[config.mk]
export PLATFORM = sky130hd
export DESIGN_NAME = x86_alu_status_flags
export DESIGN_NICKNAME = d
export VERILOG_FILES = /design/src/sv/xasf_pkg.sv /design/src/sv/x86_alu_status_flags.sv /design/src/sv/xasf_decode.sv /design/src/sv/xasf_arith.sv /design/src/sv/xasf_flags.sv
export SDC_FILE = /design/constraint.sdc
export NUM_CORES = 1
export LEC_CHECK = 0
export ABC_AREA = 1
export BUFFER_PORTS_ARGS = -buffer_cell sky130_fd_sc_hd__buf_2
export CAP_MARGIN = 5
export CELL_PAD_IN_SITES_DETAIL_PLACEMENT = 0
export CELL_PAD_IN_SITES_GLOBAL_PLACEMENT = 2
export CORE_MARGIN = 1
export CORE_UTILIZATION = 34
export DETAILED_ROUTE_END_ITERATION = 12
export PLACE_DENSITY = 0.9
export SETUP_SLACK_MARGIN = 0.02
export SYNTH_ARGS = -nofsm -noshare
export SYNTH_HDL_FRONTEND = slang
export SYNTH_SLANG_ARGS = --single-unit
[constraint.sdc]
create_clock -name i_clk -period 8.67 [get_ports i_clk]
set_input_delay 0.867 -clock i_clk [delete_from_list [all_inputs] [get_ports i_clk]]
set_output_delay 0.867 -clock i_clk [all_outputs]
set_load 0.05 [all_outputs]
[src/sv/xasf_pkg.sv]
// ----------------------------------------------------------------------------
// xasf_pkg
// Types, codes and helpers shared by the ALU status flag pipeline.
// ----------------------------------------------------------------------------
package xasf_pkg;

    localparam int unsigned DATA_W = 64;

    // Raw mode codes as they arrive on the input port
    localparam logic [1:0] MODE_ADD = 2'd0;
    localparam logic [1:0] MODE_SUB = 2'd1;

    typedef enum logic [1:0] {
        OP_ADD = 2'd0,
        OP_SUB = 2'd1,
        OP_XOR = 2'd2
    } t_op;

    typedef enum logic [1:0] {
        SIZE_8  = 2'd0,
        SIZE_16 = 2'd1,
        SIZE_32 = 2'd2,
        SIZE_64 = 2'd3
    } t_size;

    // Stage 1 -> stage 2
    typedef struct packed {
        t_op                op;
        t_size              size;
        logic [DATA_W-1:0]  a;
        logic [DATA_W-1:0]  b;
        logic               a_top;
        logic               b_top;
    } t_dec;

    // Stage 2 -> stage 3
    typedef struct packed {
        t_op                op;
        t_size              size;
        logic [DATA_W:0]    raw;
        logic               a_top;
        logic               b_top;
    } t_alu;

    function automatic logic [DATA_W-1:0] width_mask(input t_size size);
        logic [DATA_W-1:0] m;
        case (size)
            SIZE_8:  m = 64'h0000_0000_0000_00ff;
            SIZE_16: m = 64'h0000_0000_0000_ffff;
            SIZE_32: m = 64'h0000_0000_FFFF_FFFF;
            SIZE_64: m = '1;
            default: m = '1;
        endcase
        return m;
    endfunction

    // Sign bit of a value at the selected width
    function automatic logic top_bit(input t_size size, input logic [DATA_W-1:0] v);
        logic t;
        case (size)
            SIZE_8:  t = v[7];
            SIZE_16: t = v[15];
            SIZE_32: t = v[31];
            SIZE_64: t = v[63];
            default: t = v[63];
        endcase
        return t;
    endfunction

endpackage

[src/sv/x86_alu_status_flags.sv]
// ----------------------------------------------------------------------------
// x86_alu_status_flags
// Add, subtract/compare and xor at 8/16/32/64 bits with x86 CF, ZF, SF,
// OF and PF flags.
// ----------------------------------------------------------------------------
// Usage:
//   Input channel: i_valid with i_mode, i_size_sel, i_operand_a and
//   i_operand_b; a request is taken at a clock edge with i_valid high and
//   o_stall low. Output channel: o_valid with o_result and the five flags;
//   a result is taken at an edge with o_valid high and i_stall low.
//   Three register stages: operand decode and masking, one 65-bit
//   add, subtract or xor, then truncation and flag forming. A request
//   passes the decode, arith and flags registers in that order before
//   it is offered on the output.
//   Throughput is one request per cycle while i_stall stays low; the
//   65-bit adder in the middle stage sets the clock.
//   i_stall holds the output register; empty stages upstream still fill,
//   so o_stall rises only once all three stages hold requests.
//   Reset (i_rst_n low at a clock edge) empties every stage.
// ----------------------------------------------------------------------------
module x86_alu_status_flags
    import xasf_pkg::*;
(
    input  logic                i_clk,
    input  logic                i_rst_n,
    input  logic                i_valid,
    output logic                o_stall,
    input  logic [1:0]          i_mode,
    input  logic [1:0]          i_size_sel,
    input  logic [DATA_W-1:0]   i_operand_a,
    input  logic [DATA_W-1:0]   i_operand_b,
    output logic                o_valid,
    input  logic                i_stall,
    output logic [DATA_W-1:0]   o_result,
    output logic                o_carry_flag,
    output logic                o_zero_flag,
    output logic                o_sign_flag,
    output logic                o_overflow_flag,
    output logic                o_parity_flag
);

    logic   dec_ready;
    logic   dec_valid;
    t_dec   dec_data;
    logic   alu_ready;
    logic   alu_valid;
    t_alu   alu_data;
    logic   flg_ready;

    xasf_decode u_decode (
        .i_clk        (i_clk),
        .i_rst_n      (i_rst_n),
        .i_valid      (i_valid),
        .i_mode       (i_mode),
        .i_size_sel   (i_size_sel),
        .i_operand_a  (i_operand_a),
        .i_operand_b  (i_operand_b),
        .i_ready_next (alu_ready),
        .o_ready      (dec_ready),
        .o_valid      (dec_valid),
        .o_dec        (dec_data)
    );

    xasf_arith u_arith (
        .i_clk        (i_clk),
        .i_rst_n      (i_rst_n),
        .i_valid      (dec_valid),
        .i_dec        (dec_data),
        .i_ready_next (flg_ready),
        .o_ready      (alu_ready),
        .o_valid      (alu_valid),
        .o_alu        (alu_data)
    );

    xasf_flags u_flags (
        .i_clk           (i_clk),
        .i_rst_n         (i_rst_n),
        .i_valid         (alu_valid),
        .i_alu           (alu_data),
        .i_stall         (i_stall),
        .o_ready         (flg_ready),
        .o_valid         (o_valid),
        .o_result        (o_result),
        .o_carry_flag    (o_carry_flag),
        .o_zero_flag     (o_zero_flag),
        .o_sign_flag     (o_sign_flag),
        .o_overflow_flag (o_overflow_flag),
        .o_parity_flag   (o_parity_flag)
    );

    assign o_stall = !dec_ready;

endmodule

[src/sv/xasf_decode.sv]
// ----------------------------------------------------------------------------
// xasf_decode
// Stage 1: decodes the operation and masks both operands to the width.
// ----------------------------------------------------------------------------
module xasf_decode
    import xasf_pkg::*;
(
    input  logic                i_clk,
    input  logic                i_rst_n,
    input  logic                i_valid,
    input  logic [1:0]          i_mode,
    input  logic [1:0]          i_size_sel,
    input  logic [DATA_W-1:0]   i_operand_a,
    input  logic [DATA_W-1:0]   i_operand_b,
    input  logic                i_ready_next,
    output logic                o_ready,
    output logic                o_valid,
    output t_dec                o_dec
);

    logic               r_valid;
    t_dec               r_dec;
    t_dec               n_dec;
    t_size              size;
    logic [DATA_W-1:0]  mask;

    assign o_ready = !r_valid || i_ready_next;

    always_comb begin
        size = t_size'(i_size_sel);
        mask = width_mask(size);
        // mode 3 falls in with xor: only the top bit picks logic ops
        if (i_mode[1]) begin
            n_dec.op = OP_XOR;
        end else if (i_mode == MODE_SUB) begin
            n_dec.op = OP_SUB;
        end else begin
            n_dec.op = OP_ADD;
        end
        n_dec.size  = size;
        n_dec.a     = i_operand_a & mask;
        n_dec.b     = i_operand_b & mask;
        n_dec.a_top = top_bit(size, i_operand_a);
        n_dec.b_top = top_bit(size, i_operand_b);
    end

    always_ff @(posedge i_clk) begin
        if (!i_rst_n) begin
            r_valid <= 1'b0;
        end else if (o_ready) begin
            r_valid <= i_valid;
        end
    end

    always_ff @(posedge i_clk) begin
        if (o_ready && i_valid) begin
            r_dec <= n_dec;
        end
    end

    assign o_valid = r_valid;
    assign o_dec   = r_dec;

endmodule

[src/sv/xasf_arith.sv]
// ----------------------------------------------------------------------------
// xasf_arith
// Stage 2: one 65-bit add, subtract or xor on the masked operands.
// ----------------------------------------------------------------------------
module xasf_arith
    import xasf_pkg::*;
(
    input  logic    i_clk,
    input  logic    i_rst_n,
    input  logic    i_valid,
    input  t_dec    i_dec,
    input  logic    i_ready_next,
    output logic    o_ready,
    output logic    o_valid,
    output t_alu    o_alu
);

    logic   r_valid;
    t_alu   r_alu;
    t_alu   n_alu;

    assign o_ready = !r_valid || i_ready_next;

    always_comb begin
        n_alu.op    = i_dec.op;
        n_alu.size  = i_dec.size;
        n_alu.a_top = i_dec.a_top;
        n_alu.b_top = i_dec.b_top;
        // operands are masked, so bit 64 of a difference is the borrow
        case (i_dec.op)
            OP_ADD:  n_alu.raw = {1'b0, i_dec.a} + {1'b0, i_dec.b};
            OP_SUB:  n_alu.raw = {1'b0, i_dec.a} - {1'b0, i_dec.b};
            OP_XOR:  n_alu.raw = {1'b0, i_dec.a ^ i_dec.b};
            default: n_alu.raw = {1'b0, i_dec.a ^ i_dec.b};
        endcase
    end

    always_ff @(posedge i_clk) begin
        if (!i_rst_n) begin
            r_valid <= 1'b0;
        end else if (o_ready) begin
            r_valid <= i_valid;
        end
    end

    always_ff @(posedge i_clk) begin
        if (o_ready && i_valid) begin
            r_alu <= n_alu;
        end
    end

    assign o_valid = r_valid;
    assign o_alu   = r_alu;

endmodule

[src/sv/xasf_flags.sv]
// ----------------------------------------------------------------------------
// xasf_flags
// Stage 3: truncates the result and forms CF, ZF, SF, OF and PF.
// Its registers drive the output channel.
// ----------------------------------------------------------------------------
module xasf_flags
    import xasf_pkg::*;
(
    input  logic                i_clk,
    input  logic                i_rst_n,
    input  logic                i_valid,
    input  t_alu                i_alu,
    input  logic                i_stall,
    output logic                o_ready,
    output logic                o_valid,
    output logic [DATA_W-1:0]   o_result,
    output logic                o_carry_flag,
    output logic                o_zero_flag,
    output logic                o_sign_flag,
    output logic                o_overflow_flag,
    output logic                o_parity_flag
);

    logic               r_valid;
    logic [DATA_W-1:0]  r_result;
    logic               r_cf;
    logic               r_zf;
    logic               r_sf;
    logic               r_of;
    logic               r_pf;
    logic [DATA_W-1:0]  n_result;
    logic               n_cf;
    logic               n_sf;
    logic               n_of;
    logic               carry_out;

    assign o_ready = !r_valid || !i_stall;

    always_comb begin
        n_result = i_alu.raw[DATA_W-1:0] & width_mask(i_alu.size);
        n_sf     = top_bit(i_alu.size, n_result);
        case (i_alu.size)
            SIZE_8:  carry_out = i_alu.raw[8];
            SIZE_16: carry_out = i_alu.raw[16];
            SIZE_32: carry_out = i_alu.raw[32];
            SIZE_64: carry_out = i_alu.raw[64];
            default: carry_out = i_alu.raw[64];
        endcase
        case (i_alu.op)
            OP_ADD: begin
                n_cf = carry_out;
                n_of = (i_alu.a_top == i_alu.b_top) && (n_sf != i_alu.a_top);
            end
            OP_SUB: begin
                n_cf = i_alu.raw[DATA_W];
                n_of = (i_alu.a_top != i_alu.b_top) && (n_sf != i_alu.a_top);
            end
            default: begin
                n_cf = 1'b0;
                n_of = 1'b0;
            end
        endcase
    end

    always_ff @(posedge i_clk) begin
        if (!i_rst_n) begin
            r_valid <= 1'b0;
        end else if (o_ready) begin
            r_valid <= i_valid;
        end
    end

    always_ff @(posedge i_clk) begin
        if (o_ready && i_valid) begin
            r_result <= n_result;
            r_cf     <= n_cf;
            r_zf     <= (n_result == '0);
            r_sf     <= n_sf;
            r_of     <= n_of;
            r_pf     <= ~^n_result[7:0];
        end
    end

    assign o_valid         = r_valid;
    assign o_result        = r_result;
    assign o_carry_flag    = r_cf;
    assign o_zero_flag     = r_zf;
    assign o_sign_flag     = r_sf;
    assign o_overflow_flag = r_of;
    assign o_parity_flag   = r_pf;

`ifndef SYNTHESIS
    a_xor_clears_cf_of: assert property (@(posedge i_clk) disable iff (!i_rst_n)
        (i_valid && o_ready && i_alu.op == OP_XOR) |=> (!r_cf && !r_of))
        else $error("xor request left carry or overflow set");

    a_byte_upper_zero: assert property (@(posedge i_clk) disable iff (!i_rst_n)
        (i_valid && o_ready && i_alu.size == SIZE_8) |=> (r_result[63:8] == '0))
        else $error("8-bit result has upper bits set");

    a_hold_on_stall: assert property (@(posedge i_clk) disable iff (!i_rst_n)
        (r_valid && i_stall) |=> r_valid)
        else $error("stalled result dropped");

    a_reset_empty: assert property (@(posedge i_clk)
        !i_rst_n |=> !r_valid)
        else $error("output stage valid after reset");
`endif

endmodule

-- Word-level counts from Yosys, hierarchy flattened
Cells that the tools add are included.
- bits of input ports: 136
- word-level logic and storage cells: 67
- output and inout port bits: 71
- flip-flop bits (word level): 277
- equal/unequal tests: 12
- add/sub/neg operators: 2
- multiplexer cells: 10
- reduce and logical (&&, ||, !) cells: 19
- bitwise gates (word level): 4
- operator list (operator ; count):
    $pmux W64 S4 ; 2
    $and A64 B64 Y64 ; 3
    $pmux W65 S2 ; 1
    $add A64 B64 Y65 ; 1
    $sub A64 B64 Y65 ; 1
    $logic_not A64 Y1 ; 1
    $xor A64 B64 Y64 ; 1
    $pmux W1 S4 ; 4
    $eq A2 B1 Y1 const B ; 5
    $eq A2 B2 Y1 const B ; 4
    $logic_not A2 Y1 ; 4
    $reduce_xnor A8 Y1 ; 1
    $logic_and A1 B1 Y1 ; 5
    $logic_not A1 Y1 ; 5
    $pmux W1 S2 ; 2
    $logic_or A1 B1 Y1 ; 3
    $ne A1 B1 Y1 ; 2
    $eq A1 B1 Y1 ; 1
    $mux W1 ; 1

-- Depth between registers and ports, before layout
- depth after elaboration: 7
- mapped depth: 25
- depth with buffers taken out: 25

-- Cells and area by module
Synthesis repeated with hierarchy kept, for this count alone.
- cells, all modules: 2801
- area total of the unflattened synthesis: 19864.1 um2
- modules (own cells, without submodules) (module ; sequential area each (um2) ; area each (um2) ; cells an instance ; times used):
    xasf_arith ; 2152.1 ; 11587.4 ; 2118 ; 1
    xasf_decode ; 4043.9 ; 5103.6 ; 390 ; 1
    xasf_flags ; 2092.0 ; 3169.3 ; 292 ; 1
    x86_alu_status_flags ; 0.0 ; 3.8 ; 1 ; 1

-- Least setup slack after synthesis
OpenSTA, ideal clock, no wires.
- path type: input port to flip-flop
- from: input port i_stall
- to: register u_decode.r_dec (netlist bit u_decode.o_dec[0]), enable pin
- path buffers: 0
- data required time: 8040 ps
- setup slack: 1118 ps
- stages: 5
- setup time: 630 ps
- arrival time: 6922 ps
- path through: nand2_1 nor2_1 inv_1 nor2_1 nor2_1
- cells in the longest elaborated chain, start to end: 5
- RTL lines (what ; line ; text):
    from (decl) ; x86_alu_status_flags.sv:33 ; input logic i_stall,
    $logic_not A1 Y1 ; xasf_flags.sv:37 ; assign o_ready = !r_valid || !i_stall;
    $logic_or A1 B1 Y1 ; xasf_flags.sv:37 ;
    $logic_or A1 B1 Y1 ; xasf_arith.sv:22 ; assign o_ready = !r_valid || i_ready_next;
    $logic_or A1 B1 Y1 ; xasf_decode.sv:27 ; assign o_ready = !r_valid || i_ready_next;
    $logic_and A1 B1 Y1 ; xasf_decode.sv:56 ; if (o_ready && i_valid) begin
    to (signal assigned) ; xasf_decode.sv:57 ; r_dec <= n_dec;
    to (decl) ; xasf_decode.sv:22 ; t_dec r_dec;
Every way passes these cells.
A chain may end at the register's enable or synchronous reset.

==> qor.yml <==
status:
  status: "finished clean"
placement:
  portBuffers: 206
  placed_cell_area_um2: 21500
  gp_congestion: 0.963
  hpwl_um: 59100
clock_tree:
  htreeDepth: 1
  cts_sinks: 277
  cts_hold_buf: 0
  cts_resized: 0
  cts_made_buffers: 31
  worstSkewPairLatency_ns: 0.60
  cts.path.max_buffers: 3
  clk_pin_slew_ns: 0.06
  cts_root_buf: "clkbuf_16"
  cts_tree: "built"
  post_cts_buffers: 0
synth:
  synth_cell_type_count: 43
  synthArstFlopShare_pct: 0
  yosys.area.top_type: "edfxtp_1"
  synthesis.nets: 2990
  synth_area_um2: 19600
  synth_edf_count: 274
  yosysSeqAreaShare_pct: 42.2
  synth_top_area_share_pct: 41.9
  synth_cells: 2784
  synth_area_leaders: "edfxtp_1 42%, nand2_1 17%, inv_1 12%"
  synth.avg_cell_area_um2: 7.05
  synth-main-ff-cell: "edfxtp_1"
  yosysWarnings: 0
  yosys_register_bits: 277
sta:
  tightest_slew_ns: 1.16
  max_freq_mhz: 187
  timing.setup.tns_ns: 0
  rsz0062_at_grt: "no"
  setup_viol_count_final: 0
  slew_violations: 0
  slew_headroom_pct: 22.3
  clock_skew_ns: 0.0225
  finalCriticalPeriod_ns: 5.35
  hold_viol_final: 0
  layout_worst_path_cycle_share_pct: 61.7
floorplan:
  chipWidth_um: 242
  io_pins: 207
  start_util_pct: 34.6
  die_area_um2: 58700
  coreArea_um2: 56700
  dieHeight_um: 242
  num_rows: 87
layout:
  fin_area_um2: 22600
  fin_util_pct: 39.9
  fill_cells: 6011
  drive_gt1_share_pct: 11.8
  area_growth_pct: 15.3
  antennaDiodeCount: 0
  nets: 3200
worst_setup_path:
  crit_family: "buffers and inverters"
  critPathBufInv: 6
  crit_path_max_incr_delay_ns: 0.59
  regToRegEndpoint: "u_arith.o_alu[59]"
  crit_path_end_kind: "flip-flop"
  worstSetupPathType: "flip-flop to flip-flop"
  regToRegSetupSlack_ns: 3.32
  path_cells: "buf_4 -> inv_2 -> buf_4 -> nand2_2 -> buf_4 -> inv_2 -> o211ai_1 -> nor2_1 -> xor2_1 -> ha_1 -> nand2_1 -> inv_1 -> nand2_1 -> nor3_1 -> nand2_1 -> nor2_1 -> nand2_1 -> nand2_1 -> nand2_1 -> nand3_1 -> nand2_1"
  cp_data_required_time_ns: 8.99
  crit_path_top_delay_cell: "buf_4"
  crit_top_cell: "nand2_1"
  rr_worst_depth: 21
  crit_path_max_fanout: 73
  worst_setup_path_start_kind: "flip-flop"
  arrival_ns: 5.67
  rr_startpoint: "u_decode.o_dec[133]"
power_and_ir_drop:
  peakVddDrop_mv: 0.136
  p_per_area_nw_per_um2: 173
  power.leakage_nw: 11.7
detailed_routing:
  dr.pass1.iters: 5
  wl_per_cell_um: 18.6
  final_antenna_net_count: 0
  drt-total-wl_um: 70100
  dr.first_iter.drc_count: 1334
  drc: 0
  post_drt_via_cell_ratio: 4.64
  num_vias: 17524
grt:
  grt_pass1_vias: 16751
  antenna_found_initial: 2
  grt_overflow: 0
  grt_pass1_wl_um: 104000
  track_usage_pct: 23.8
  grt_max_degree: 135
hold_path:
  min-delay-path-class: "flip-flop to flip-flop"
  hp-start: "u_decode.o_dec[131]"
  hold_path_end: "u_arith.o_alu[68]"
  min_path_cells: 0
flow_run:
  maxCapViolations: 0
[synthesized netlist by cell type (2+ instances only)]
library cell	count
dfxtp_1	3
nand4_1	33
nand3_1	161
o21ai_1	6
nor4_1	12
nor2_1	345
a21oi_1	74
clkbuf_1	25
nor2_4	3
buf_1	5
o31ai_1	4
inv_2	5
a31oi_1	2
o211ai_1	3
xnor2_1	25
o21ai_0	50
ha_1	69
nand2_1	890
nand2_4	3
nand2_2	6
nor3_1	31
or2_2	59
buf_2	7
nor2_2	5
a32oi_1	3
xor2_1	56
inv_1	610
edfxtp_1	274
[cell type report]
class                   instances  area (µm²)  share of cell area, %
repair buffers                214        1100                   4.88
multi-input cells            1855        8900                   39.4
clock inverters                19         273                   1.21
flip-flops and latches        277        8290                   36.6
well taps                     756         946                   4.18
clock buffers                  37         798                   3.53
inverters                     615        2310                   10.2
[layout by cell type, fill, tap and decap left out, types with 5 or more instances in the layout]
cell type	n
nor2_1	344
o21ai_1	6
a21oi_1	73
xnor2_1	25
bufinv_16	6
clkbuf_16	31
or2_2	59
nor2_2	5
nand2_1	888
inv_2	6
clkbuf_1	6
ha_1	69
nand2_2	8
buf_4	7
edfxtp_1	274
inv_1	609
xor2_1	56
o21ai_0	50
nor4_1	12
nand4_1	33
nor3_1	31
buf_2	206
nand3_1	161
[layer usage]
metal / vias to the layer above / track usage [%] / share of wire (%) / wire (µm)
met2: 507 / 35.3 / 41 / 28800
met1: 7927 / 36.3 / 50 / 35200
met5: - / 0 / 0 / 0
li1: 9014 / - / - / -
met3: 76 / 2.95 / 6.3 / 4430
met4: 0 / 5.81 / 2.3 / 1650
[metrics by stage]
step	hold WS, ns	power (mW)	setup slack (ns)	instances
after CTS	0.411	3.95	3.28	3773
after global placement	0.401	2.54	3.31	3717
after floorplan	0.400	2.22	1.12	2784
after detailed placement	0.413	2.54	3.32	3717
after global routing	0.414	4.10	2.95	3773
final	0.423	3.91	3.32	3773
[worst max-delay path by stage]
stage,startpoint,end,cells after the start
global route,u_decode.o_dec[133],u_arith.o_alu[59],21
CTS,u_decode.o_dec[133],u_arith.o_alu[59],21
detailed placement,u_decode.o_dec[133],u_arith.o_alu[59],21
finish,u_decode.o_dec[133],u_arith.o_alu[59],21
global placement,u_decode.o_dec[133],u_arith.o_alu[59],21
floorplan,i_stall,u_decode.o_dec[0],5
[registers in the layout (all words and copies together) (netlist names)]
register and flops:
u_arith.o_alu 71, u_arith.o_valid 1, u_decode.o_dec 134, u_decode.o_valid 1, u_flags.o_carry_flag 1, u_flags.o_overflow_flag 1
u_flags.o_parity_flag 1, u_flags.o_result 64, u_flags.o_sign_flag 1, u_flags.o_valid 1, u_flags.o_zero_flag 1
[cell families (layout without fill, tap and decap cells)]
family                     after synthesis  in the layout  synth area share [%]
buffers and inverters                  652            885                  12.5
AOI/OAI and AO/OA                      149            149                  4.16
adders and majority gates               70             70                  4.50
DFF                                    277            277                  42.2
and+or+nand+nor                       1555           1555                  33.0
xor gates and xnor gates                81             81                  3.62
[worst reg2reg max path, cell delays in order (launching register included)]
cell	delay, ns
edfxtp_1	0.32
buf_4	0.59
inv_2	0.05
buf_4	0.41
nand2_2	0.18
buf_4	0.55
inv_2	0.45
o211ai_1	0.46
nor2_1	0.11
xor2_1	0.16
ha_1	0.41
nand2_1	0.08
inv_1	0.11
nand2_1	0.12
nor3_1	0.37
nand2_1	0.15
nor2_1	0.11
nand2_1	0.12
nand2_1	0.09
nand2_1	0.05
nand3_1	0.08
nand2_1	0.11
[power by group]
part | switching, mW | total, mW | leakage (nW) | internal (mW)
clock | 0.553 | 1.39 | 0.523 | 0.838
combinational | 0.623 | 0.889 | 8.45 | 0.267
sequential | 0.0637 | 1.63 | 2.70 | 1.57
total | 1.24 | 3.91 | 11.7 | 2.67
Note: power is estimated with default switching activity, not from simulation.
